`src/csm_pkg.sv`:
```
// ----------------------------------------------------------------------------
// csm_pkg: shared types and constants for the cosine similarity matcher
// Element and accumulator widths, queue sizing, score limits and the
// register map of the configuration port.
// ----------------------------------------------------------------------------
`default_nettype none

package csm_pkg;

  // Nominal vector length; the accumulators are sized so that it fits exactly
  localparam int VECTOR_LENGTH = 512;

  // Q1.15 element width
  localparam int ELEM_W = 16;

  // Squared element magnitude is at most 2^30, so 31 bits
  localparam int SQ_W = 2 * ELEM_W - 1;

  // Running sums: squared width plus growth over the vector
  localparam int ACC_W = SQ_W + $clog2(VECTOR_LENGTH);

  // Operand halves for the shared multiplier in the back end
  localparam int HALF_W = (ACC_W + 1) / 2;

  // Full product of two accumulators
  localparam int PROD_W = 2 * ACC_W;

  // Score magnitude bits searched one at a time
  localparam int QBITS = ELEM_W;

  // Signed width of the search datapath (energy product times odd square)
  localparam int SRCH_W = PROD_W + 2 * QBITS + 4;

  // Queue between front and back end
  localparam int QDEPTH = 2;
  localparam int QPTR_W = (QDEPTH > 1) ? $clog2(QDEPTH) : 1;
  localparam int QCNT_W = $clog2(QDEPTH + 1);

  // Score limits in Q1.15
  localparam logic [ELEM_W-1:0] SCORE_MAX = {1'b0, {(ELEM_W-1){1'b1}}};
  localparam logic [ELEM_W-1:0] SCORE_MIN = {1'b1, {(ELEM_W-1){1'b0}}};

  // Threshold after reset: 0.40 in Q1.15
  localparam logic signed [ELEM_W-1:0] THR_RESET = 16'sd13107;

  // Configuration port
  localparam int CFG_ADDR_W = 3;
  localparam int CFG_DATA_W = 32;
  localparam int CFG_IDX_W  = CFG_ADDR_W - 2;
  localparam logic [CFG_IDX_W-1:0] REG_MATCH_THRESHOLD = '0;

  // Finished sums of one vector, handed from front to back
  typedef struct packed {
    logic signed [ACC_W-1:0] dot;
    logic        [ACC_W-1:0] ref_energy;
    logic        [ACC_W-1:0] prb_energy;
  } csm_sums_t;

endpackage

`default_nettype wire

```
`src/csm_if.sv`:
```
// ----------------------------------------------------------------------------
// csm_if: valid/ready channel interfaces
// Input channel carries one element pair, result channel one score.
// ----------------------------------------------------------------------------
`default_nettype none

interface csm_in_if import csm_pkg::*; ();
  logic                     valid;
  logic                     ready;
  logic signed [ELEM_W-1:0] reference_element;
  logic signed [ELEM_W-1:0] probe_element;
  logic                     last_element;

  modport source (
    output valid, reference_element, probe_element, last_element,
    input  ready
  );
  modport sink (
    input  valid, reference_element, probe_element, last_element,
    output ready
  );
endinterface


`default_nettype wire

```
`src/csm_front.sv`:
```
// ----------------------------------------------------------------------------
// csm_front: element accumulator
// Registers the three element products, then adds them into saturating
// running sums. On the last element it pushes the sums and clears them.
// ----------------------------------------------------------------------------
`default_nettype none

module csm_front import csm_pkg::*; (
  input  wire logic              clk,
  input  wire logic              rst_n,
  csm_in_if.sink                 in_chan,
  input  wire logic [QCNT_W-1:0] q_cnt,
  output logic                   push_vld,
  output csm_sums_t              push_data
);

  localparam logic [ACC_W-1:0] DOT_MAX = {1'b0, {(ACC_W-1){1'b1}}};
  localparam logic [ACC_W-1:0] DOT_MIN = {1'b1, {(ACC_W-1){1'b0}}};

  logic                       s1_vld_r;
  logic                       s1_last_r;
  logic signed [2*ELEM_W-1:0] s1_dot_r;
  logic        [SQ_W-1:0]     s1_ref_sq_r;
  logic        [SQ_W-1:0]     s1_prb_sq_r;

  logic signed [ACC_W-1:0]    dot_sum_r;
  logic        [ACC_W-1:0]    ref_energy_r;
  logic        [ACC_W-1:0]    prb_energy_r;

  logic signed [2*ELEM_W-1:0] ref_sq_full;
  logic signed [2*ELEM_W-1:0] prb_sq_full;
  logic        [ACC_W:0]      dot_ext;
  logic        [ACC_W:0]      ref_ext;
  logic        [ACC_W:0]      prb_ext;
  logic        [ACC_W-1:0]    dot_nxt;
  logic        [ACC_W-1:0]    ref_nxt;
  logic        [ACC_W-1:0]    prb_nxt;
  logic        [QCNT_W:0]     q_need;
  logic                       accept;

  // Keep a free queue slot for every vector end that may still arrive
  assign q_need        = (QCNT_W+1)'(q_cnt) + (QCNT_W+1)'(s1_vld_r & s1_last_r);
  assign in_chan.ready = (q_need < (QCNT_W+1)'(QDEPTH));
  assign accept        = in_chan.valid & in_chan.ready;

  assign ref_sq_full = in_chan.reference_element * in_chan.reference_element;
  assign prb_sq_full = in_chan.probe_element * in_chan.probe_element;

  // Product stage
  always_ff @(posedge clk) begin
    if (!rst_n) begin
      s1_vld_r <= 1'b0;
    end else begin
      s1_vld_r <= accept;
    end
    if (accept) begin
      s1_last_r   <= in_chan.last_element;
      s1_dot_r    <= in_chan.reference_element * in_chan.probe_element;
      s1_ref_sq_r <= ref_sq_full[SQ_W-1:0];
      s1_prb_sq_r <= prb_sq_full[SQ_W-1:0];
    end
  end

  // Saturating sums
  always_comb begin
    dot_ext = (ACC_W+1)'(dot_sum_r) + (ACC_W+1)'(s1_dot_r);
    ref_ext = {1'b0, ref_energy_r} + (ACC_W+1)'(s1_ref_sq_r);
    prb_ext = {1'b0, prb_energy_r} + (ACC_W+1)'(s1_prb_sq_r);

    if (dot_ext[ACC_W] != dot_ext[ACC_W-1]) begin
      dot_nxt = dot_ext[ACC_W] ? DOT_MIN : DOT_MAX;
    end else begin
      dot_nxt = dot_ext[ACC_W-1:0];
    end
    ref_nxt = ref_ext[ACC_W] ? {ACC_W{1'b1}} : ref_ext[ACC_W-1:0];
    prb_nxt = prb_ext[ACC_W] ? {ACC_W{1'b1}} : prb_ext[ACC_W-1:0];
  end

  assign push_vld             = s1_vld_r & s1_last_r;
  assign push_data.dot        = dot_nxt;
  assign push_data.ref_energy = ref_nxt;
  assign push_data.prb_energy = prb_nxt;

  // Advance the sums; clear them once a vector is pushed
  always_ff @(posedge clk) begin
    if (!rst_n) begin
      dot_sum_r    <= '0;
      ref_energy_r <= '0;
      prb_energy_r <= '0;
    end else if (s1_vld_r) begin
      if (s1_last_r) begin
        dot_sum_r    <= '0;
        ref_energy_r <= '0;
        prb_energy_r <= '0;
      end else begin
        dot_sum_r    <= dot_nxt;
        ref_energy_r <= ref_nxt;
        prb_energy_r <= prb_nxt;
      end
    end
  end

endmodule

`default_nettype wire

```
`src/flat_wrapper.sv`:
```
// flat-port wrapper written by rule: the top's interface ports become plain ports
module csm_front_flat import csm_pkg::*;
  (clk, rst_n, q_cnt, push_vld, push_data, in_chan_valid, in_chan_reference_element, in_chan_probe_element, in_chan_last_element, in_chan_ready);
  csm_in_if in_chan_i ();
  input  wire logic clk;
  input  wire logic rst_n;
  input  wire logic [QCNT_W-1:0] q_cnt;
  output logic push_vld;
  output csm_sums_t push_data;
  input wire logic [$bits(in_chan_i.valid)-1:0] in_chan_valid;
  input wire logic [$bits(in_chan_i.reference_element)-1:0] in_chan_reference_element;
  input wire logic [$bits(in_chan_i.probe_element)-1:0] in_chan_probe_element;
  input wire logic [$bits(in_chan_i.last_element)-1:0] in_chan_last_element;
  output wire logic [$bits(in_chan_i.ready)-1:0] in_chan_ready;
  assign in_chan_i.valid = in_chan_valid;
  assign in_chan_i.reference_element = in_chan_reference_element;
  assign in_chan_i.probe_element = in_chan_probe_element;
  assign in_chan_i.last_element = in_chan_last_element;
  assign in_chan_ready = in_chan_i.ready;
  csm_front u_core (.clk(clk), .rst_n(rst_n), .in_chan(in_chan_i), .q_cnt(q_cnt), .push_vld(push_vld), .push_data(push_data));
endmodule
```
`config.mk`:
```
export PLATFORM = sky130hd
export DESIGN_NAME = csm_front_flat
export DESIGN_NICKNAME = d
export VERILOG_FILES = /design/src/csm_pkg.sv /design/src/csm_if.sv /design/src/csm_front.sv /design/src/flat_wrapper.sv
export SDC_FILE = /design/constraint.sdc
export NUM_CORES = 2
export LEC_CHECK = 0
export BUFFER_PORTS_ARGS = -buffer_cell sky130_fd_sc_hd__buf_2
export CORE_MARGIN = 2
export CORE_UTILIZATION = 25
export DETAILED_ROUTE_END_ITERATION = 10
export SLEW_MARGIN = 20
export SYNTH_ARGS = -nofsm -noshare
export SYNTH_HDL_FRONTEND = slang
export SYNTH_SLANG_ARGS = --single-unit
```
`constraint.sdc`:
```
create_clock -name clk -period 7.9 [get_ports clk]
set_clock_uncertainty 0.1 [all_clocks]
set_input_delay 0 -clock clk [delete_from_list [all_inputs] [get_ports clk]]
set_output_delay 0 -clock clk [all_outputs]
set_load 0.02 [all_outputs]
```
==> metrics.txt <==
CTS Buffer Depth 3; antenna viol nets, final 0; vias in the first global route 32,390; TNS Setup 0 ns; Hold WC Path Type in -> reg; most frequent cells in the layout inv_1 (957), fa_1 (721), nand2_1 (435), ha_1 (358), nor2_1 (294); status completed; Cells after Synth 4,506; DIE HEIGHT 406 um; # IOs 160; root buf cell clkbuf_16; Total Wirelength 107,000 um; clock net sink count 214; CP required 8.13 ns; Tcrit/Tclk final 81.3%; DP HPWL 88,500 um; met3 routed WL 5790 um; H-tree depth 1; Pre-antenna DRT Iters 5; Syn Area/Cell 8.99 um2; post-CTS sizing 0; Final Max Tran Viols 0; Yosys top cell area share 35.6%; vias per cell 4.50; first-pass GRT wire length 172,000 um; Max FO, Critical Path 24; routability cong. 0.871; Inserted Clock Buffers 29; unrepaired setup endpoints after global routing no; Layout area overhead 10.8%; max_cap viols 0; crit end category flip-flop; number of flops mapped to enable cells by yosys 93; CP arrival 6.65 ns; vias post-DR 30,531; fin cells 6,779; Starting Density 25.2%; commonest non-fill, non-tap cell in the layout inv_1; #FFs+latches synth 214; Port Buf Inserts 159; top_reg_cell synth dfxtp_1; initial antenna violation count 20; Post-Route M1 WL 44,000 um; syn nets 5,623; Syn. warnings 0; synthesized area 40,500 um2; Final setup violation count 0; placed insts 6,711; postcts setup bufs 0; Final Hold Viols 0; row cnt 147; Top Metal Used met5; Slew @ Worst Pin 1.05 ns; post-synthesis cell type count 94; pin count of the biggest net entering global routing 63; drt wl/cell 15.8 um; critical setup path kind in -> reg; Core Region 161,000 um2; asr flop ratio synth 0%; Worst-path clk slew 0.07 ns; leading area contributor after synthesis fa_1; residual DRC count 0; Nets 5,708; Slew HR 29.7%; share of layout cells above drive strength 1 7.30%; sequential fraction of the synthesis area 12.9%; WL met2 54,000 um; Remaining Overflow, GRT 0; crit start category input port; Final Critical Period 6.42 ns; Clock Latency Late Sink 0.60 ns; top post-synthesis cells by area fa_1 (36%), ha_1 (11%), inv_1 (8.9%), edfxtp_1 (6.9%), dfxtp_1 (6.0%); CTS tree done; Die W 406 um; die area 165,000 um2; f_max 0.156 GHz; GRT Total Usage 13.1%; DRT iter0 DRCs 1,698
final cells by class:
type	count	area (um2)
Timing Repair Buffer	218	1260
Inverter	967	3630
Clock buffer	35	768
Sequential cell	214	5220
Clock inverter	19	284
Antenna cell	5	12.5
Tap cell	2160	2700
Fill cell	17191	116000
Multi-Input combinational cell	3161	31000
per-stage QoR:
step	hold WS [ns]	utilization (%)	worst slack [ns]	area (um2)
after CTS	0.158	27.9	1.53	44800
final	0.206	27.9	1.48	44900
after global placement	0.0836	27.2	0.994	43700
after global routing	0.195	27.9	0.969	44900
after detailed placement	0.0886	27.2	0.904	43700
after floorplan	-0.0136	-	1.57	40500
final timing paths:
kind | startpoint | to | slack [ns] | cells after the start
max reg2reg | u_core.s1_dot_r[31]$_DFFE_PP_ | u_core.dot_sum_r[23]$_SDFFE_PN0P_ | 3.04 | 10
min | in_chan_reference_element[1] | u_core.s1_ref_sq_r[2]$_DFFE_PP_ | 0.21 | 2
max | in_chan_reference_element[3] | u_core.s1_dot_r[31]$_DFFE_PP_ | 1.48 | 24
min reg2reg | u_core.dot_sum_r[0]$_SDFFE_PN0P_ | u_core.dot_sum_r[0]$_SDFFE_PN0P_ | 0.35 | 2
logic make-up (layout without fill, tap and decap cells):
logic type	count (synthesis)	in the layout	synth area share [%]
DFF	214	214	12.9
AOI/OAI and AO/OA	678	678	11.2
buffers and inverters	1131	1239	10.7
other	0	5	0
xor gates and xnor gates	214	214	4.65
and+or+nand+nor	1175	1175	13.5
adders and majority gates	1086	1086	46.9
muxes	8	8	0.213
flip-flops by register name, summed over array words and instances (netlist names):
register	count
u_core.dot_sum_r	40
u_core.prb_energy_r	40
u_core.ref_energy_r	40
u_core.s1_dot_r	32
u_core.s1_prb_sq_r	30
u_core.s1_ref_sq_r	30
u_core.s1_last_r	1
u_core.s1_vld_r	1
timing repair:
action / CTS / global route
hold buffers: 9 / 0
setup endpoints to repair: 0 / 0
hold endpoints to repair: 58 / 0
synthesized netlist by cell type (8+ instances only):
cell,n
o21ai_1,16
buf_2,12
clkinv_1,9
nor3_1,38
a31oi_1,21
a31o_2,9
or3_1,11
fa_1,721
xor2_1,54
clkbuf_1,137
a21oi_1,175
o21ai_0,131
o21a_1,18
nor2_1,295
nand2_1,435
nand3_1,49
o21bai_1,27
a22oi_1,20
o211ai_1,9
edfxtp_1,93
a21o_1,71
nand2_2,21
or2_2,16
inv_1,957
and2_1,164
nand4_1,17
nand2b_1,29
o22ai_1,9
ha_1,358
nor2b_1,39
xnor2_1,159
and3_1,28
a211oi_1,31
dfxtp_1,121
a22o_1,45
a311oi_1,8
routing by layer:
layer | track usage, % | vias up
li1 | - | 14330
met1 | 16.0 | 15372
met2 | 23.5 | 635
met3 | 2.10 | 162
met4 | 3.83 | 32
met5 | 0 | -
worst max-delay path, cell delays in order:
cell and delay (ns):
buf_2 0.41, inv_1 0.33, buf_4 0.26, nor2_1 0.14
fa_1 0.42, inv_1 0.09, fa_1 0.39, inv_1 0.07
fa_1 0.44, fa_1 0.48, fa_1 0.50, inv_1 0.05
fa_1 0.47, inv_1 0.04, ha_1 0.33, a2111oi_0 0.58
o22ai_1 0.14, a31oi_1 0.25, o21ai_1 0.13, a41o_1 0.28
o41ai_2 0.37, o2111ai_1 0.18, a21oi_1 0.20, xnor2_1 0.08
Power is left out: the tool's default activity adds up to more than one toggle a clock period on the data nets, which glitch-free logic cannot reach.
