**config.mk**
```make
export PLATFORM = sky130hd
export DESIGN_NAME = csm_back_flat
export DESIGN_NICKNAME = d
export VERILOG_FILES = /design/src/csm_pkg.sv /design/src/csm_if.sv /design/src/csm_back.sv /design/src/flat_wrapper.sv
export SDC_FILE = /design/constraint.sdc
export NUM_CORES = 2
export LEC_CHECK = 0
export BUFFER_PORTS_ARGS = -buffer_cell sky130_fd_sc_hd__buf_4
export CAP_MARGIN = 20
export CORE_MARGIN = 5
export CORE_UTILIZATION = 50
export DETAILED_ROUTE_END_ITERATION = 16
export PLACE_DENSITY = 0.66
export SLEW_MARGIN = 5
export SYNTH_ARGS = -nofsm -noshare
export SYNTH_HDL_FRONTEND = slang
export SYNTH_SLANG_ARGS = --single-unit
```
**constraint.sdc**
```tcl
create_clock -name clk -period 30.3 [get_ports clk]
set_input_delay 1.515 -clock clk [delete_from_list [all_inputs] [get_ports clk]]
set_output_delay 1.515 -clock clk [all_outputs]
set_load 0.02 [all_outputs]
```
**src/csm_pkg.sv**
```systemverilog
// ----------------------------------------------------------------------------
// csm_pkg: shared types and constants for the cosine similarity matcher
// Element and accumulator widths, queue sizing, score limits and the
// register map of the configuration port.
// ----------------------------------------------------------------------------
`default_nettype none

package csm_pkg;

  // Nominal vector length; the accumulators are sized so that it fits exactly
  localparam int VECTOR_LENGTH = 512;

  // Q1.15 element width
  localparam int ELEM_W = 16;

  // Squared element magnitude is at most 2^30, so 31 bits
  localparam int SQ_W = 2 * ELEM_W - 1;

  // Running sums: squared width plus growth over the vector
  localparam int ACC_W = SQ_W + $clog2(VECTOR_LENGTH);

  // Operand halves for the shared multiplier in the back end
  localparam int HALF_W = (ACC_W + 1) / 2;

  // Full product of two accumulators
  localparam int PROD_W = 2 * ACC_W;

  // Score magnitude bits searched one at a time
  localparam int QBITS = ELEM_W;

  // Signed width of the search datapath (energy product times odd square)
  localparam int SRCH_W = PROD_W + 2 * QBITS + 4;

  // Queue between front and back end
  localparam int QDEPTH = 2;
  localparam int QPTR_W = (QDEPTH > 1) ? $clog2(QDEPTH) : 1;
  localparam int QCNT_W = $clog2(QDEPTH + 1);

  // Score limits in Q1.15
  localparam logic [ELEM_W-1:0] SCORE_MAX = {1'b0, {(ELEM_W-1){1'b1}}};
  localparam logic [ELEM_W-1:0] SCORE_MIN = {1'b1, {(ELEM_W-1){1'b0}}};

  // Threshold after reset: 0.40 in Q1.15
  localparam logic signed [ELEM_W-1:0] THR_RESET = 16'sd13107;

  // Configuration port
  localparam int CFG_ADDR_W = 3;
  localparam int CFG_DATA_W = 32;
  localparam int CFG_IDX_W  = CFG_ADDR_W - 2;
  localparam logic [CFG_IDX_W-1:0] REG_MATCH_THRESHOLD = '0;

  // Finished sums of one vector, handed from front to back
  typedef struct packed {
    logic signed [ACC_W-1:0] dot;
    logic        [ACC_W-1:0] ref_energy;
    logic        [ACC_W-1:0] prb_energy;
  } csm_sums_t;

endpackage

`default_nettype wire

```
**src/csm_if.sv**
```systemverilog
// ----------------------------------------------------------------------------
// csm_if: valid/ready channel interfaces
// Input channel carries one element pair, result channel one score.
// ----------------------------------------------------------------------------
`default_nettype none


interface csm_out_if import csm_pkg::*; ();
  logic                     valid;
  logic                     ready;
  logic signed [ELEM_W-1:0] similarity;
  logic                     is_match;

  modport source (
    output valid, similarity, is_match,
    input  ready
  );
  modport sink (
    input  valid, similarity, is_match,
    output ready
  );
endinterface

`default_nettype wire

```
**src/csm_back.sv**
```systemverilog
// ----------------------------------------------------------------------------
// csm_back: score engine
// Unless an energy is zero, forms the energy product and the squared dot sum
// on one shared multiplier, then finds the rounded score one bit per step
// with add/compare updates; in every case it loads the result register.
// ----------------------------------------------------------------------------
`default_nettype none

module csm_back import csm_pkg::*; (
  input  wire logic                     clk,
  input  wire logic                     rst_n,
  input  wire logic                     q_vld,
  input  wire csm_sums_t                q_data,
  output logic                          q_pop,
  input  wire logic signed [ELEM_W-1:0] match_threshold,
  csm_out_if.source                     out_chan
);

  localparam logic [1:0] ST_IDLE = 2'd0;
  localparam logic [1:0] ST_MUL  = 2'd1;
  localparam logic [1:0] ST_SRCH = 2'd2;
  localparam logic [1:0] ST_DONE = 2'd3;

  // Eight partial products: four for the energy product, four for dot^2
  localparam int MCNT_W = 4;
  localparam logic [MCNT_W-1:0] MUL_ISSUES = 4'd8;
  localparam logic [MCNT_W-1:0] MUL_INIT   = 4'd9;
  localparam int K_W = $clog2(QBITS);
  localparam logic [QBITS-1:0] SCORE_ONE = {1'b1, {(QBITS-1){1'b0}}};

  logic [1:0]               st_r;
  logic [1:0]               st_nxt;
  logic [ACC_W-1:0]         op_re_r;
  logic [ACC_W-1:0]         op_pe_r;
  logic [ACC_W-1:0]         mag_r;
  logic                     neg_r;
  logic                     zero_r;
  logic [MCNT_W-1:0]        mcnt_r;
  logic [2*HALF_W-1:0]      pp_r;
  logic [1:0]               pp_sh_r;
  logic                     pp_tgt_r;
  logic                     pp_vld_r;
  logic [PROD_W-1:0]        acc_p_r;
  logic [PROD_W-1:0]        acc_x_r;
  logic signed [SRCH_W-1:0] s_r;
  logic signed [SRCH_W-1:0] u_r;
  logic signed [SRCH_W-1:0] pk_r;
  logic signed [SRCH_W-1:0] cand_r;
  logic [QBITS-1:0]         q_r;
  logic [K_W-1:0]           k_r;
  logic                     phase_r;
  logic                     out_vld_r;
  logic [ELEM_W-1:0]        sim_r;
  logic                     match_r;

  logic                     q_zero;
  logic                     out_load;
  logic [2:0]               idx;
  logic [ACC_W-1:0]         a_op;
  logic [ACC_W-1:0]         b_op;
  logic [HALF_W-1:0]        a_half;
  logic [HALF_W-1:0]        b_half;
  logic [PROD_W-1:0]        pp_ext;
  logic signed [SRCH_W-1:0] p_wide;
  logic signed [SRCH_W-1:0] x_wide;
  logic                     q_sat;
  logic [ELEM_W-1:0]        score_w;
  logic                     match_w;

  assign q_zero   = (q_data.ref_energy == '0) || (q_data.prb_energy == '0);
  assign q_pop    = (st_r == ST_IDLE) && q_vld;
  assign out_load = (st_r == ST_DONE) && (!out_vld_r || out_chan.ready);

  // Sequencer
  always_comb begin
    st_nxt = st_r;
    unique case (st_r)
      ST_IDLE: if (q_vld) st_nxt = q_zero ? ST_DONE : ST_MUL;
      ST_MUL:  if (mcnt_r == MUL_INIT) st_nxt = ST_SRCH;
      ST_SRCH: if (phase_r && (k_r == '0)) st_nxt = ST_DONE;
      ST_DONE: if (out_load) st_nxt = ST_IDLE;
      default: st_nxt = ST_IDLE;
    endcase
  end

  always_ff @(posedge clk) begin
    if (!rst_n) begin
      st_r <= ST_IDLE;
    end else begin
      st_r <= st_nxt;
    end
  end

  // Partial product operand selection
  always_comb begin
    idx    = mcnt_r[2:0];
    a_op   = idx[2] ? mag_r : op_re_r;
    b_op   = idx[2] ? mag_r : op_pe_r;
    a_half = idx[1] ? HALF_W'(a_op >> HALF_W) : a_op[HALF_W-1:0];
    b_half = idx[0] ? HALF_W'(b_op >> HALF_W) : b_op[HALF_W-1:0];
    case (pp_sh_r)
      2'd0:    pp_ext = PROD_W'(pp_r);
      2'd1:    pp_ext = PROD_W'(pp_r) << HALF_W;
      default: pp_ext = PROD_W'(pp_r) << (2 * HALF_W);
    endcase
  end

  assign p_wide = SRCH_W'(acc_p_r);
  assign x_wide = SRCH_W'(acc_x_r) << (2 * QBITS);

  // Load operands, run products, search score bits
  always_ff @(posedge clk) begin
    if (!rst_n) begin
      mcnt_r   <= '0;
      pp_vld_r <= 1'b0;
      phase_r  <= 1'b0;
    end else begin
      unique case (st_r)
        ST_IDLE: begin
          if (q_vld) begin
            op_re_r  <= q_data.ref_energy;
            op_pe_r  <= q_data.prb_energy;
            mag_r    <= q_data.dot[ACC_W-1] ? ACC_W'(-q_data.dot) : q_data.dot;
            neg_r    <= q_data.dot[ACC_W-1];
            zero_r   <= q_zero;
            acc_p_r  <= '0;
            acc_x_r  <= '0;
            mcnt_r   <= '0;
            pp_vld_r <= 1'b0;
          end
        end
        ST_MUL: begin
          // Issue one partial product, fold in the previous one
          if (mcnt_r < MUL_ISSUES) begin
            pp_r     <= a_half * b_half;
            pp_sh_r  <= 2'(idx[1]) + 2'(idx[0]);
            pp_tgt_r <= idx[2];
            pp_vld_r <= 1'b1;
          end else begin
            pp_vld_r <= 1'b0;
          end
          if (pp_vld_r) begin
            if (pp_tgt_r) begin
              acc_x_r <= acc_x_r + pp_ext;
            end else begin
              acc_p_r <= acc_p_r + pp_ext;
            end
          end
          mcnt_r <= mcnt_r + 1'b1;
          // Start the search with q = 0: S = p, U = -p*2^(QBITS+1), P = p*2^(2*QBITS)
          if (mcnt_r == MUL_INIT) begin
            s_r     <= p_wide;
            u_r     <= -(p_wide <<< (QBITS + 1));
            pk_r    <= p_wide <<< (2 * QBITS);
            q_r     <= '0;
            k_r     <= K_W'(QBITS - 1);
            phase_r <= 1'b0;
          end
        end
        ST_SRCH: begin
          if (!phase_r) begin
            // Candidate (2q'-1)^2 * p for the trial bit
            cand_r <= s_r + u_r + pk_r;
          end else begin
            // Keep the bit if the candidate stays within 2^32 * dot^2
            if (cand_r <= x_wide) begin
              q_r[k_r] <= 1'b1;
              s_r      <= cand_r;
              u_r      <= (u_r + (pk_r <<< 1)) >>> 1;
            end else begin
              u_r <= u_r >>> 1;
            end
            pk_r <= pk_r >>> 2;
            k_r  <= k_r - 1'b1;
          end
          phase_r <= !phase_r;
        end
        ST_DONE: begin
          mcnt_r <= '0;
        end
        default: begin
          mcnt_r <= '0;
        end
      endcase
    end
  end

  // Apply the sign, saturate and compare
  always_comb begin
    q_sat = (q_r >= SCORE_ONE);
    if (zero_r) begin
      score_w = '0;
    end else if (neg_r) begin
      score_w = q_sat ? SCORE_MIN : ELEM_W'(-q_r);
    end else begin
      score_w = q_sat ? SCORE_MAX : ELEM_W'(q_r);
    end
    match_w = !zero_r && ($signed(score_w) > match_threshold);
  end

  // Result register
  always_ff @(posedge clk) begin
    if (!rst_n) begin
      out_vld_r <= 1'b0;
    end else if (out_load) begin
      out_vld_r <= 1'b1;
    end else if (out_chan.ready) begin
      out_vld_r <= 1'b0;
    end
    if (out_load) begin
      sim_r   <= score_w;
      match_r <= match_w;
    end
  end

  assign out_chan.valid      = out_vld_r;
  assign out_chan.similarity = sim_r;
  assign out_chan.is_match   = match_r;

  a_mul_exit: assert property (@(posedge clk) disable iff (!rst_n)
    (st_r == ST_MUL) |=> (st_r == ST_MUL) || (st_r == ST_SRCH))
    else $error("multiply phase left to an unexpected state");

  a_srch_exit: assert property (@(posedge clk) disable iff (!rst_n)
    (st_r == ST_SRCH) |=> (st_r == ST_SRCH) || (st_r == ST_DONE))
    else $error("search phase left to an unexpected state");

  a_out_from_done: assert property (@(posedge clk) disable iff (!rst_n)
    $rose(out_vld_r) |-> ($past(st_r) == ST_DONE))
    else $error("result loaded outside the done state");

endmodule

`default_nettype wire

```
**src/flat_wrapper.sv**
```systemverilog
// flat-port wrapper written by rule: the top's interface ports become plain ports
module csm_back_flat import csm_pkg::*;
  (clk, rst_n, q_vld, q_data, q_pop, match_threshold, out_chan_valid, out_chan_similarity, out_chan_is_match, out_chan_ready);
  csm_out_if out_chan_i ();
  input  wire logic clk;
  input  wire logic rst_n;
  input  wire logic q_vld;
  input  wire csm_sums_t q_data;
  output logic q_pop;
  input  wire logic signed [ELEM_W-1:0] match_threshold;
  output wire logic [$bits(out_chan_i.valid)-1:0] out_chan_valid;
  output wire logic [$bits(out_chan_i.similarity)-1:0] out_chan_similarity;
  output wire logic [$bits(out_chan_i.is_match)-1:0] out_chan_is_match;
  input wire logic [$bits(out_chan_i.ready)-1:0] out_chan_ready;
  assign out_chan_valid = out_chan_i.valid;
  assign out_chan_similarity = out_chan_i.similarity;
  assign out_chan_is_match = out_chan_i.is_match;
  assign out_chan_i.ready = out_chan_ready;
  csm_back u_core (.clk(clk), .rst_n(rst_n), .q_vld(q_vld), .q_data(q_data), .q_pop(q_pop), .match_threshold(match_threshold), .out_chan(out_chan_i));
endmodule
```
==> summary by stage <==
Worst setup path
The critical path start-end classification is reg2reg. The largest fanout on the critical path is 76. By instance count, the cell type seen most on the critical path is sky130_fd_sc_hd__fa_1. The data required time of the worst path is 30770 ps.

Data on the critical path arrives at its endpoint at 10230 ps. On the critical path the largest part of the delay comes from compound AO/OA/AOI/OAI gates. The critical path contains buffers and inverters numbering 3 combined. The maximum single-stage delay on the critical path is 880 ps. The startpoint kind of the worst setup timing path is a register. The kind of capture point of the worst setup path is a register. The slowest stage cell on the critical path is sky130_fd_sc_hd__o31a_1.

Clock network
The number of H-tree levels is 3. The number of buffers on the longest clock path is 3. The number of gates resized after CTS is 0. The clock sink count is 831. The clock tree from TritonCTS is yes. Clock-pin slew was measured on the worst setup and hold paths at 60 ps. Counting the buffers created by CTS gives 101. The number of buffers inserted for hold repair after clock tree synthesis is 0. The post-CTS repair timing setup buffer count is 0. For the worst-skew pair, the clock arrives at the later sink with an insertion delay of 750 ps.

The cell sitting at the root of the clock tree is a sky130_fd_sc_hd__clkbuf_16.

Routing
The post-detailed-routing wire length is 258.6 mm. The routed length per placed instance is 25.27 um. Using the TritonRoute via totals, the vias-per-cell ratio works out to 6.145.

The DRC violations left is 0. The first-pass iteration count of the detailed router is 6. The count of antenna-violating nets left after detailed routing is 0. The via count of the routed design is 62884. The DRC marker count from the first detailed-route iteration is 6731.

Synthesis
The number of different library cells used by synthesis comes to 113. The share of flip-flops with an asynchronous set or reset after synthesis is 0. The synthesized netlist net count is 9373. The count of mapped cells out of synthesis is 8150. Yosys printed 0 warnings.

By area the synthesized netlist is led by sky130_fd_sc_hd__edfxtp_1 33%, sky130_fd_sc_hd__fa_1 12%, sky130_fd_sc_hd__ha_1 11%. The predominant post-synthesis flop cell is sky130_fd_sc_hd__edfxtp_1. The mapped netlist covers 75870 um2. After synthesis the netlist holds a flip-flop and latch count of 831. The share of synthesized area in the top cell type comes to 0.3254. The sequential area share after synthesis is 0.3277. After synthesis, the mean cell area works out to 9.309 um2. The cell taking the most area after synthesis is sky130_fd_sc_hd__edfxtp_1. Counting flops with a built-in enable in the synthesized netlist gives 822.

Placed design
Routability-driven placement finished with a final weighted congestion of 0.9972. The wire-length estimate of the detail-placed layout is 207.3 mm. The number of placed instances, taps included, is 10041. The number of buffers added on ports is 158. The pre-CTS setup slack is 20510 ps.

STA
For the final routed database, the setup TNS stands at 0 ps. Based on the critical path, the design can be clocked at up to 102.5 MHz. Setup repair after global routing left no endpoint under its margin. The shortest clock period the worst path allows after layout is 9760 ps. The final worst-path cycle share is 0.3221. Setup violations remaining at the end of the flow were counted as 0. Across the routed clock network, the largest skew measured is 43.61 ps. The remaining max-slew budget at the tightest pin is 0.1477. The final count of pins violating max slew is 0. The least setup slack across all paths after layout is 20540 ps. The number of hold violations in the final report was 0. At the pin with the least slew margin, the transition time is 1268 ps.

Floorplanning
159 I/O pins were placed. The placement row count is 143. The initial core utilization is 0.5012. The die area is 159600 um2. The floorplan step defined a core boundary enclosing 151400 um2. The die is 399.5 um wide. The die is 399.5 um tall.

Global route
Across every metal layer, demand over resource in global routing totals 0.3188. The number of global-route vias before repair is 60114. The initial antenna violation count is 4. Entering global routing, the biggest net connects 164 pins. The total congestion overflow after global routing is 0.

The first global-routing pass estimated 383.8 mm of wire.

Worst hold path
The class of the tightest hold or removal check is reg2reg.

Run status
The run finished with clean final reports.

Layout
The area added between synthesis and finish is 8.489%. The post-layout instance count excluding filler cells is 10233. The layout cell share with drive strength beyond 1 is 0.06134.

In the final design database the tool counted 9338 nets.

Job
Max-cap violations in this run came to 0.
[path summary, 6_finish.rpt]
check / end / cells past startpoint / slack, ps / startpoint
hold / removal: u_core.s_r[0]$_DFFE_PP_ / 2 / 550 / u_core.cand_r[0]$_DFFE_PP_
setup / recovery: u_core.pp_r[38]$_DFFE_PP_ / 28 / 20540 / u_core.mcnt_r[2]$_SDFFE_PN0P_
setup reg to reg: u_core.pp_r[38]$_DFFE_PP_ / 28 / 20540 / u_core.mcnt_r[2]$_SDFFE_PN0P_
hold reg to reg: u_core.s_r[0]$_DFFE_PP_ / 2 / 550 / u_core.cand_r[0]$_DFFE_PP_
[state kept, by name, indices dropped and copies added (netlist names)]
name	cells
u_core.cand_r	116
u_core.s_r	116
u_core.u_r	116
u_core.pk_r	112
u_core.acc_p_r	80
u_core.acc_x_r	80
u_core.mag_r	40
u_core.op_pe_r	40
u_core.op_re_r	40
u_core.pp_r	40
u_core.out_chan.similarity	16
u_core.q_r	16
u_core.k_r	4
u_core.mcnt_r	4
u_core.pp_sh_r	2
u_core.st_r	2
u_core.neg_r	1
u_core.out_chan.is_match	1
u_core.out_chan.valid	1
u_core.phase_r	1
u_core.pp_tgt_r	1
u_core.pp_vld_r	1
u_core.zero_r	1
[layout by cell type (no fill, tap or decap), types with 139 or more instances in the layout]
master                     count
sky130_fd_sc_hd__o21ai_0     398
sky130_fd_sc_hd__fa_1        436
sky130_fd_sc_hd__nand4_1     153
sky130_fd_sc_hd__nand2_1     967
sky130_fd_sc_hd__a21oi_1     654
sky130_fd_sc_hd__xor2_1      181
sky130_fd_sc_hd__edfxtp_1    822
sky130_fd_sc_hd__ha_1        646
sky130_fd_sc_hd__and2_1      139
sky130_fd_sc_hd__inv_1       585
sky130_fd_sc_hd__a21o_1      295
sky130_fd_sc_hd__buf_4       220
sky130_fd_sc_hd__nor2_1      783
sky130_fd_sc_hd__xnor2_1     331
[stage by stage]
step / cell area, um2 / util / hold slack, ps
detailed placement: 78710 / 0.5200 / 538.9
CTS: 82270 / 0.5435 / 547.6
finish: 82310 / 0.5437 / 546.7
global placement: 78670 / 0.5197 / 529.0
global route: 82300 / 0.5437 / 572.2
floorplan: 75870 / - / 500.9
[area by class of cell]
cell class | instances | area [um2]
tap | 2030 | 2540
sequential | 831 | 24870
fill | 13914 | 69060
timing repair buffer | 228 | 1802
antenna | 3 | 7.507
inverter | 587 | 2208
clock buffer | 123 | 2671
multi-input combinational | 6366 | 47320
clock inverter | 65 | 889.6
[worst reg2reg max path, delay by kind of cell (launching register included)]
| family | cells | cell delay (ps) |
|---|---|---|
| flip-flops | 1 | 580 |
| XOR/XNOR | 1 | 80 |
| adder cells (fa/ha/maj) | 8 | 3820 |
| AND/OR/NAND/NOR | 2 | 410 |
| AO/OA/AOI/OAI | 14 | 3860 |
| buffers and inverters | 3 | 760 |
[synth_stat cells, types with 181 or more instances]
cell / instances
sky130_fd_sc_hd__a21o_1: 295
sky130_fd_sc_hd__a21oi_1: 657
sky130_fd_sc_hd__clkbuf_1: 303
sky130_fd_sc_hd__edfxtp_1: 822
sky130_fd_sc_hd__fa_1: 436
sky130_fd_sc_hd__ha_1: 647
sky130_fd_sc_hd__inv_1: 585
sky130_fd_sc_hd__nand2_1: 967
sky130_fd_sc_hd__nor2_1: 783
sky130_fd_sc_hd__o21ai_0: 398
sky130_fd_sc_hd__xnor2_1: 331
sky130_fd_sc_hd__xor2_1: 181
[logic make-up after synthesis]
| family | synth area share |
|---|---|
| DFF | 0.3277 |
| buffers and inverters | 0.04966 |
| and+or+nand+nor | 0.1654 |
| xor gates and xnor gates | 0.05911 |
| adders and majority gates | 0.2218 |
| AOI/OAI and AO/OA | 0.1634 |
| muxes | 0.01296 |
[routing by layer]
layer | GRT usage | up-vias | routed length, um
li1 | - | 28707 | -
met1 | 0.4643 | 30852 | 113000
met2 | 0.4722 | 2932 | 109300
met3 | 0.07770 | 389 | 27900
met4 | 0.09289 | 4 | 8325
met5 | 0 | - | 24
Power is not shown: default switching activity piles up to over one toggle a cycle in this logic, so the estimate is an artifact.
