===== src/csm_pkg.sv =====
// ----------------------------------------------------------------------------
// csm_pkg: shared types and constants for the cosine similarity matcher
// Element and accumulator widths, queue sizing, score limits and the
// register map of the configuration port.
// ----------------------------------------------------------------------------
`default_nettype none

package csm_pkg;

  // Nominal vector length; the accumulators are sized so that it fits exactly
  localparam int VECTOR_LENGTH = 512;

  // Q1.15 element width
  localparam int ELEM_W = 16;

  // Squared element magnitude is at most 2^30, so 31 bits
  localparam int SQ_W = 2 * ELEM_W - 1;

  // Running sums: squared width plus growth over the vector
  localparam int ACC_W = SQ_W + $clog2(VECTOR_LENGTH);

  // Operand halves for the shared multiplier in the back end
  localparam int HALF_W = (ACC_W + 1) / 2;

  // Full product of two accumulators
  localparam int PROD_W = 2 * ACC_W;

  // Score magnitude bits searched one at a time
  localparam int QBITS = ELEM_W;

  // Signed width of the search datapath (energy product times odd square)
  localparam int SRCH_W = PROD_W + 2 * QBITS + 4;

  // Queue between front and back end
  localparam int QDEPTH = 2;
  localparam int QPTR_W = (QDEPTH > 1) ? $clog2(QDEPTH) : 1;
  localparam int QCNT_W = $clog2(QDEPTH + 1);

  // Score limits in Q1.15
  localparam logic [ELEM_W-1:0] SCORE_MAX = {1'b0, {(ELEM_W-1){1'b1}}};
  localparam logic [ELEM_W-1:0] SCORE_MIN = {1'b1, {(ELEM_W-1){1'b0}}};

  // Threshold after reset: 0.40 in Q1.15
  localparam logic signed [ELEM_W-1:0] THR_RESET = 16'sd13107;

  // Configuration port
  localparam int CFG_ADDR_W = 3;
  localparam int CFG_DATA_W = 32;
  localparam int CFG_IDX_W  = CFG_ADDR_W - 2;
  localparam logic [CFG_IDX_W-1:0] REG_MATCH_THRESHOLD = '0;

  // Finished sums of one vector, handed from front to back
  typedef struct packed {
    logic signed [ACC_W-1:0] dot;
    logic        [ACC_W-1:0] ref_energy;
    logic        [ACC_W-1:0] prb_energy;
  } csm_sums_t;

endpackage

`default_nettype wire


===== src/csm_queue.sv =====
// ----------------------------------------------------------------------------
// csm_queue: vector sum queue
// Small FIFO of finished vector sums between the accumulator and the
// score engine.
// ----------------------------------------------------------------------------
`default_nettype none

module csm_queue import csm_pkg::*; (
  input  wire logic              clk,
  input  wire logic              rst_n,
  input  wire logic              push,
  input  wire csm_sums_t         push_data,
  input  wire logic              pop,
  output csm_sums_t              pop_data,
  output logic                   q_vld,
  output logic [QCNT_W-1:0]      q_cnt
);

  csm_sums_t           mem_r [QDEPTH];
  logic [QPTR_W-1:0]   wr_ptr_r;
  logic [QPTR_W-1:0]   rd_ptr_r;
  logic [QCNT_W-1:0]   cnt_r;
  logic [QCNT_W-1:0]   cnt_nxt;

  assign pop_data = mem_r[rd_ptr_r];
  assign q_vld    = (cnt_r != '0);
  assign q_cnt    = cnt_r;

  always_comb begin
    cnt_nxt = cnt_r + QCNT_W'(push) - QCNT_W'(pop);
  end

  // Write entry
  always_ff @(posedge clk) begin
    if (push) begin
      mem_r[wr_ptr_r] <= push_data;
    end
  end

  // Advance pointers and count
  always_ff @(posedge clk) begin
    if (!rst_n) begin
      wr_ptr_r <= '0;
      rd_ptr_r <= '0;
      cnt_r    <= '0;
    end else begin
      if (push) begin
        wr_ptr_r <= (wr_ptr_r == QPTR_W'(QDEPTH-1)) ? '0 : wr_ptr_r + 1'b1;
      end
      if (pop) begin
        rd_ptr_r <= (rd_ptr_r == QPTR_W'(QDEPTH-1)) ? '0 : rd_ptr_r + 1'b1;
      end
      cnt_r <= cnt_nxt;
    end
  end

  a_no_overflow: assert property (@(posedge clk) disable iff (!rst_n)
    push |-> (cnt_r < QCNT_W'(QDEPTH)) || pop)
    else $error("queue push while full");

  a_no_underflow: assert property (@(posedge clk) disable iff (!rst_n)
    pop |-> (cnt_r != '0))
    else $error("queue pop while empty");

endmodule

`default_nettype wire


===== config.mk =====
export PLATFORM = sky130hd
export DESIGN_NAME = csm_queue
export DESIGN_NICKNAME = d
export VERILOG_FILES = /design/src/csm_pkg.sv /design/src/csm_queue.sv
export SDC_FILE = /design/constraint.sdc
export NUM_CORES = 1
export LEC_CHECK = 0
export BUFFER_PORTS_ARGS = -buffer_cell sky130_fd_sc_hd__buf_2
export CAP_MARGIN = 20
export CORE_UTILIZATION = 41
export CTS_CLUSTER_DIAMETER = 30
export DETAILED_ROUTE_END_ITERATION = 7
export PLACE_DENSITY = 0.61
export SYNTH_ARGS = -nofsm -noshare
export SYNTH_HDL_FRONTEND = slang
export SYNTH_SLANG_ARGS = --single-unit

===== constraint.sdc =====
create_clock -name clk -period 20.1 [get_ports clk]
set_input_delay 3.015 -clock clk [delete_from_list [all_inputs] [get_ports clk]]
set_output_delay 3.015 -clock clk [all_outputs]
set_load 0.05 [all_outputs]

==> results.py, run 1 <==
metrics = {
    "run_status": {
        "outcome": "completed",
    },
    "yosys": {
        "ys_ff_latch": 245,
        "async_flop_share_pct": 0,
        "synth_top_area_share_pct": 80.9,
        "synthTopCellsByArea": "edfxtp_1, mux2_2, buf_6",
        "yosysMostFrequentCell": "edfxtp_1",
        "syn_area_um2": 8910,
        "avgSynthCellArea_um2": 22.7,
        "yosys_warnings": 0,
        "synthesis.nets": 519,
        "synthCells": 393,
        "synth_edf_count": 240,
        "synth_ff_type": "edfxtp_1",
        "yosysTopAreaCell": "edfxtp_1",
        "netlist_top_cells_count": "edfxtp_1, mux2_2, buf_6",
        "synth_cell_types": 13,
        "ys_seq_area_share_pct": 82.0,
    },
    "worst_hold_path": {
        "min_path_type": "reg2reg",
        "min_from": "rd_ptr_r",
    },
    "sta": {
        "post-route-period-util_pct": 29.2,
        "setup_viol": 0,
        "rsz0062_at_grt": "no",
        "finClkSkew_ns": 0.00794,
        "max_freq_mhz": 171,
        "slew_violations": 0,
        "tightestPinTransition_ns": 1.04,
        "finalHoldViolations": 0,
        "max-slew-margin-rel_pct": 30.8,
        "period_minus_slack_ns": 5.86,
        "setup-tns-final_ns": 0,
    },
    "clocking": {
        "cts_buffer_depth": 3,
        "clkLatencyLatePin_ns": 0.51,
        "h-tree-depth": 2,
        "root_buffer": "clkbuf_16",
        "cts_sinks": 245,
        "cts_tree": "built",
        "clk_pin_slew_ns": 0.05,
        "ctsResizeCount": 0,
        "post_cts_buffers": 0,
        "cts_buffers": 45,
        "cts_hold_buf": 0,
    },
    "global_route": {
        "use_met2_pct": 25.6,
        "top_usage_layer": "met2",
        "overflow": 0,
        "gr-usage-all-layers_pct": 15.1,
        "antenna_found_initial": 4,
        "grt_pass1_vias": 4978,
        "grtUsageMet3_pct": 5.61,
        "met1_usage_pct": 17.2,
        "grt_start_max_net_pins": 78,
        "grt_pass1_wl_um": 25600,
    },
    "power": {
        "power.internal_w": 0.00117,
        "pwr-share-comb_pct": 12.2,
        "p_switching_w": 0.000385,
        "vdd_drop_max_uv": 70.5,
        "leakage_nw": 4.54,
        "powerDensity_nw_per_um2": 130,
        "swShare_pct": 24.7,
        "total_power_w": 0.00156,
        "clock_power_share_pct": 49.0,
        "p_seq_share_pct": 38.8,
    },
    "setup_path": {
        "required_ns": 17.09,
        "r2r-end": "mem_r[1][11]",
        "cp-end-kind": "primary output",
        "reg2regPathDepth": 2,
        "cp-endpoint": "pop_data[35]",
        "crit_fanout": 68,
        "crit_path_start_kind": "flip-flop",
        "timing.rr.start": "wr_ptr_r",
        "timing.reg2reg.setup_slack_ns": 17.75,
        "cp.arrival_ns": 2.85,
        "path_class": "reg2out",
    },
    "job": {
        "maxCapViolations": 0,
    },
    "layout": {
        "syn2layout_area_growth_pct": 34.4,
        "fill_cells": 1664,
        "fin_nets": 803,
        "drive_gt1_share_pct": 63.2,
    },
    "floorplan": {
        "io_pins": 247,
        "dieHeight_um": 149,
        "rows": 53,
        "core_area_um2": 21200,
        "initial_core_util_pct": 42.1,
        "die_x_um": 149,
        "dieArea_um2": 22300,
    },
    "place": {
        "dp_hpwl_um": 11100,
        "io_buffers": 246,
        "place.gp.congestion": 0.736,
    },
    "detailed_routing": {
        "drt_iter0_markers": 151,
        "ant_nets": 0,
        "wl_um": 17100,
        "wl_per_cell_um": 17.2,
        "drcViolationCount": 0,
        "num_vias": 4601,
        "firstDrtPassIters": 4,
        "vias_per_cell": 4.65,
    },
}
worst min path at each step:
stage	end	slack (ns)	cells after the start
6_report	flip-flop	0.58	2
5_1_grt	flip-flop	0.61	2
4_1_cts	flip-flop	0.59	2
3_5_place_dp	flip-flop	0.58	2
3_3_place_gp	flip-flop	0.56	2
2_1_floorplan	flip-flop	0.55	2
flip-flops by register name, summed over array words and instances (netlist names), named ones only:
register / cells
mem_r: 240
q_cnt: 2
rd_ptr_r: 1
wr_ptr_r: 1
critical path: stages, from the launching register on:
cell and delay, ns:
dfxtp_4 0.80, buf_4 0.77, mux2_2 0.43, buf_2 0.21
per-stage QoR:
stage	util, %	setup WS [ns]	hold slack, ns	instance area (um2)	cells
2_1_floorplan	-	11.23	0.555	8910	393
3_3_place_gp	49.2	14.71	0.559	10400	905
3_5_place_dp	49.2	14.69	0.577	10400	905
4_1_cts	56.6	14.15	0.586	12000	987
5_1_grt	56.6	14.03	0.607	12000	990
6_report	56.6	14.24	0.581	12000	990
cell type report:
class / count / area, um2 / share of cell area (%)
antenna: 3 / 7.51 / 0.0627
clock buffer: 46 / 1130 / 9.43
clock inverter: 36 / 442 / 3.69
inverter: 2 / 7.51 / 0.0627
multi-input combinational: 133 / 1480 / 12.3
sequential: 245 / 7310 / 61.0
tap: 275 / 344 / 2.87
timing repair buffer: 250 / 1260 / 10.5
power by group through the flow:
stage / clock, W / combinational, W / sequential, W
global placement: 0 / 0.000190 / 0.000612
floorplan: 0 / 0.000148 / 0.000613
detailed placement: 0 / 0.000192 / 0.000613
finish: 0.000763 / 0.000190 / 0.000603
global route: 0.000801 / 0.000199 / 0.000606
CTS: 0.000776 / 0.000193 / 0.000604
kinds of logic (layout without fill, tap and decap cells):
logic type	after synthesis	after routing	share of synthesized area, %
DFF	245	245	82.0
muxes	120	120	15.2
AOI/OAI and AO/OA	1	1	0.0843
other	0	3	0
adders and majority gates	2	2	0.281
xor gates and xnor gates	2	2	0.351
and+or+nand+nor	8	8	0.562
buffers and inverters	15	334	1.59
layout by cell type, fill, tap and decap left out:
master	instances
and2_1	3
and2_4	1
buf_2	246
buf_4	4
bufinv_16	9
clkbuf_1	1
clkbuf_16	45
clkinv_1	5
clkinv_2	7
clkinv_4	2
clkinvlp_4	11
dfxtp_1	4
dfxtp_4	1
diode_2	3
edfxtp_1	240
ha_1	2
inv_1	2
inv_6	2
mux2_2	120
nor2b_1	2
nor2b_4	1
o21a_1	1
or2_2	1
xnor3_1	1
xor2_1	1
routing by layer:
layer | vias to the layer above | routed length (um) | part of all wire (%)
met5 | - | 0 | 0
met4 | 0 | 495 | 2.9
met3 | 43 | 1420 | 8.3
met2 | 175 | 8630 | 51
met1 | 2228 | 6530 | 38
li1 | 2155 | - | -
Power figures use the tool's default switching activity.
==> inputs of run 2 (changes only) <==
--- a/config.mk
+++ b/config.mk
@@ -10,7 +10,7 @@
 export CORE_UTILIZATION = 41
 export CTS_CLUSTER_DIAMETER = 30
 export DETAILED_ROUTE_END_ITERATION = 7
-export PLACE_DENSITY = 0.61
+export PLACE_DENSITY = 0.64
 export SYNTH_ARGS = -nofsm -noshare
 export SYNTH_HDL_FRONTEND = slang
 export SYNTH_SLANG_ARGS = --single-unit
==> constraint.sdc (replaced) <==
create_clock -name clk -period 5.15 [get_ports clk]
set_input_delay 0.7725 -clock clk [delete_from_list [all_inputs] [get_ports clk]]
set_output_delay 0.7725 -clock clk [all_outputs]
set_load 0.05 [all_outputs]
==> results.py, run 2 (same netlist as run 1, synthesis figures left out) <==
metrics = {
    "place": {
        "io_buffers": 246,
        "dp_hpwl_um": 10800,
        "place.gp.congestion": 0.723,
        "dp_slack_ns": 2.22,
    },
    "layout": {
        "drive_gt1_share_pct": 63.2,
        "syn2layout_area_growth_pct": 35.2,
        "largest_reg_flops": 240,
        "top_register": "mem_r",
        "multi_input_area_um2": 1480,
        "fill_cells": 1639,
        "layout_commonest_cell": "buf_2",
        "fin_nets": 806,
        "regArea_um2": 7310,
        "mostFrequentLayoutCells": "buf_2, edfxtp_1, mux2_2",
    },
    "global_route": {
        "antenna_found_initial": 4,
        "overflow": 0,
        "grt_pass1_wl_um": 25500,
        "gr-usage-all-layers_pct": 15.0,
        "grt_pass1_vias": 4995,
        "grt_start_max_net_pins": 72,
    },
    "clocking": {
        "post_cts_buffers": 0,
        "cts_buffer_depth": 3,
        "cts_buffers": 46,
        "cts_sinks": 245,
        "h-tree-depth": 2,
        "root_buffer": "clkbuf_16",
        "clkLatencyLatePin_ns": 0.51,
        "clk_pin_slew_ns": 0.05,
        "cts_hold_buf": 0,
        "cts_tree": "built",
        "ctsResizeCount": 0,
    },
    "detailed_routing": {
        "wl_per_cell_um": 16.9,
        "highest-signal-layer": "met5",
        "vias_per_cell": 4.68,
        "drt_iter0_markers": 140,
        "firstDrtPassIters": 4,
        "num_vias": 4649,
        "ant_nets": 0,
        "wl_um": 16800,
        "drcViolationCount": 0,
        "wl_met2_um": 8320,
        "drt-met1-wl_um": 6530,
        "wl_met3_um": 1470,
    },
    "power": {
        "leakage_nw": 4.61,
        "power.internal_w": 0.00458,
        "clock_power_share_pct": 49.0,
        "p_seq_share_pct": 38.8,
        "powerDensity_nw_per_um2": 505,
        "p_switching_w": 0.00151,
        "vdd_drop_max_uv": 320,
        "swShare_pct": 24.8,
        "pwr-share-comb_pct": 12.3,
    },
    "sta": {
        "setup-tns-final_ns": 0,
        "max_freq_mhz": 294,
        "fin_hold_ws_ns": 0.448,
        "tightestPinTransition_ns": 0.973,
        "period_minus_slack_ns": 3.41,
        "finClkSkew_ns": 0.0183,
        "setup_slack_ns": 1.74,
        "slew_violations": 0,
        "setup_viol": 0,
        "finalHoldViolations": 0,
        "max-slew-margin-rel_pct": 35.2,
        "post-route-period-util_pct": 66.1,
        "rsz0062_at_grt": "no",
    },
    "floorplan": {
        "initial_core_util_pct": 42.1,
        "die_x_um": 149,
        "dieArea_um2": 22300,
        "rows": 53,
        "io_pins": 247,
        "dieHeight_um": 149,
        "core_area_um2": 21200,
    },
    "worst_hold_path": {
        "min_path_type": "in2reg",
    },
    "setup_path": {
        "cp-end-kind": "primary output",
        "crit_path_start_kind": "flip-flop",
        "crit_fanout": 71,
        "required_ns": 4.38,
        "cp.arrival_ns": 2.63,
        "path_class": "reg2out",
    },
    "job": {
        "maxCapViolations": 0,
    },
    "run_status": {
        "outcome": "completed",
    },
}
-- run 2: cell count changes in the layout (fill, tap and decap cells not counted), sizes merged --
cell      before  now
clkinvlp      11    3
buf          250  252
inv            4    8
clkbuf        46   54
bufinv         9    6
clkinv        14   16
diode          3    1
-- run 2: through the flow --
stage | cells | util [%] | cell area (um2) | total power [W]
detailed placement | 906 | 49.3 | 10400 | 0.00314
finish | 993 | 57.0 | 12000 | 0.00608
global placement | 906 | 49.3 | 10400 | 0.00313
CTS | 991 | 56.8 | 12000 | 0.00615
global route | 993 | 57.0 | 12000 | 0.00630
floorplan | 393 | - | 8920 | 0.00296
-- run 2: area by class of cell --
| type | count | area share [%] |
|---|---|---|
| Multi-Input combinational cell | 133 | 12.2 |
| Antenna cell | 1 | 0.0208 |
| Sequential cell | 245 | 60.7 |
| Clock buffer | 54 | 10.4 |
| Clock inverter | 31 | 2.81 |
| Tap cell | 275 | 2.86 |
| Timing Repair Buffer | 252 | 10.9 |
| Inverter | 2 | 0.0623 |
-- run 2: final timing paths --
kind,from,to,slack (ns),cells past startpoint
setup reg to reg,wr_ptr_r,mem_r[1][115],3.21,2
hold reg to reg,rd_ptr_r,flip-flop,0.57,2
setup / recovery,flip-flop,pop_data[4],1.74,3
hold / removal,push_data[35],mem_r[0][35],0.45,1
-- run 2: power by group through the flow --
stage | clock network [W] | logic (W) | registers, W
after floorplan | 0 | 0.000577 | 0.00239
after global placement | 0 | 0.000739 | 0.00239
after detailed placement | 0 | 0.000748 | 0.00240
after CTS | 0.00304 | 0.000752 | 0.00236
after global routing | 0.00315 | 0.000783 | 0.00237
final | 0.00298 | 0.000746 | 0.00236
-- run 2: critical path: stages, from the launching register on --
cell     delay (ns)
dfxtp_4        0.97
buf_4          0.49
mux2_2         0.41
buf_2          0.22
-- run 2: layer usage --
layer  GRT usage, %  vias up
met3           6.19       43
li1               -     2162
met5              0        -
met4           6.22        6
met1           16.7     2254
met2           25.3      184
==> inputs of run 3 (changes only) <==
==> constraint.sdc (replaced) <==
create_clock -name clk -period 2.9 [get_ports clk]
set_input_delay 0.435 -clock clk [delete_from_list [all_inputs] [get_ports clk]]
set_output_delay 0.435 -clock clk [all_outputs]
set_load 0.05 [all_outputs]
==> results.py, run 3 (same netlist as run 1, synthesis figures left out) <==
metrics = {
    "sta": {
        "setup_slack_ns": 0.386,
        "setup-tns-final_ns": 0,
        "finalHoldViolations": 0,
        "period_minus_slack_ns": 2.51,
        "max-slew-margin-rel_pct": 58.0,
        "tightestPinTransition_ns": 0.629,
        "max_freq_mhz": 398,
        "rsz0062_at_grt": "no",
        "post-route-period-util_pct": 86.7,
        "finClkSkew_ns": 0.00849,
        "slew_violations": 0,
        "setup_viol": 0,
    },
    "clocking": {
        "post_cts_buffers": 0,
        "cts_tree": "built",
        "h-tree-depth": 2,
        "cts_buffers": 45,
        "cts_buffer_depth": 3,
        "ctsResizeCount": 0,
        "cts_hold_buf": 0,
        "root_buffer": "clkbuf_16",
        "clk_pin_slew_ns": 0.05,
        "cts_sinks": 245,
        "clkLatencyLatePin_ns": 0.51,
    },
    "place": {
        "dp_slack_ns": 0.872,
        "dp_hpwl_um": 11000,
        "place.gp.congestion": 0.731,
        "io_buffers": 246,
    },
    "layout": {
        "top_register": "mem_r",
        "mostFrequentLayoutCells": "buf_2, edfxtp_1, mux2_2",
        "layout_commonest_cell": "buf_2",
        "fill_cells": 1679,
        "fin_nets": 809,
        "regArea_um2": 7310,
        "syn2layout_area_growth_pct": 35.1,
        "largest_reg_flops": 240,
        "drive_gt1_share_pct": 62.9,
        "n_antenna_cell": 0,
        "multi_input_area_um2": 1480,
    },
    "setup_path": {
        "reg2regPathDepth": 2,
        "crit_path_start_kind": "flip-flop",
        "timing.rr.start": "wr_ptr_r",
        "cp.arrival_ns": 2.08,
        "path_class": "reg2out",
        "crit_fanout": 28,
        "required_ns": 2.47,
        "cp-end-kind": "primary output",
        "timing.reg2reg.setup_slack_ns": 1.36,
    },
    "global_route": {
        "grt_start_max_net_pins": 62,
        "grt_pass1_wl_um": 25400,
        "grtUsageMet3_pct": 5.85,
        "use_met2_pct": 25.6,
        "antenna_found_initial": 2,
        "top_usage_layer": "met2",
        "met1_usage_pct": 17.2,
        "grt_pass1_vias": 4963,
        "overflow": 0,
        "gr-usage-all-layers_pct": 15.0,
    },
    "power": {
        "leakage_nw": 4.59,
        "vdd_drop_max_uv": 551,
        "total_power_w": 0.0107,
        "powerDensity_nw_per_um2": 890,
    },
    "detailed_routing": {
        "ant_nets": 0,
        "num_vias": 4653,
        "drt_iter0_markers": 183,
        "firstDrtPassIters": 4,
        "drcViolationCount": 0,
        "wl_um": 17100,
        "vias_per_cell": 4.69,
        "wl_per_cell_um": 17.3,
    },
    "floorplan": {
        "die_x_um": 149,
        "initial_core_util_pct": 42.1,
        "rows": 53,
        "core_area_um2": 21200,
        "dieArea_um2": 22300,
        "dieHeight_um": 149,
        "io_pins": 247,
    },
    "worst_hold_path": {
        "min_from": "push_data[114]",
        "min_path_type": "in2reg",
        "hold_path_depth": 1,
    },
    "run_status": {
        "outcome": "completed",
    },
    "job": {
        "maxCapViolations": 0,
    },
}
==> run 3: changes by cell type in the layout (fill, tap and decap cells not counted), sizes merged <==
cell | previous run | this run
clkbuf | 54 | 52
clkinv | 16 | 10
diode | 1 | 0
bufinv | 6 | 7
inv | 8 | 11
buf | 252 | 256
==> run 3: worst max-delay path, cell delays in order (launching register included) <==
cell and delay [ns]:
dfxtp_4 0.60, buf_4 0.37, mux2_2 0.38, buf_2 0.21
==> run 3: per-stage QoR <==
step	cell area [um2]	std cells	utilization [%]	hold WS, ns
3_5_place_dp	10500	911	49.7	0.576
6_report	12000	992	56.9	0.114
3_3_place_gp	10500	911	49.7	0.554
2_1_floorplan	8920	393	-	0.534
4_1_cts	12000	992	56.9	0.0896
5_1_grt	12000	992	56.9	0.0827
==> run 3: final cells by class <==
| class | count | share of cell area (%) |
|---|---|---|
| sequential | 245 | 60.7 |
| multi-input combinational | 133 | 12.2 |
| timing repair buffer | 256 | 11.5 |
| clock buffer | 52 | 9.57 |
| clock inverter | 29 | 3.12 |
| tap | 275 | 2.86 |
| inverter | 2 | 0.0623 |
==> run 3: report_power, final <==
| group | internal [W] | switching (W) |
|---|---|---|
| registers | 0.00410 | 0.0000579 |
| clock network | 0.00350 | 0.00170 |
| logic | 0.000403 | 0.000961 |
==> run 3: routing by layer <==
metal,share of wire [%],vias to the layer above
met5,0.13,-
met4,1.6,4
met3,9.3,32
met2,51,191
met1,38,2262
li1,-,2164
==> run 3: final timing paths <==
kind / to
setup / recovery: pop_data[29]
setup reg to reg: mem_r[0][56]
hold reg to reg: flip-flop
hold / removal: mem_r[0][114]
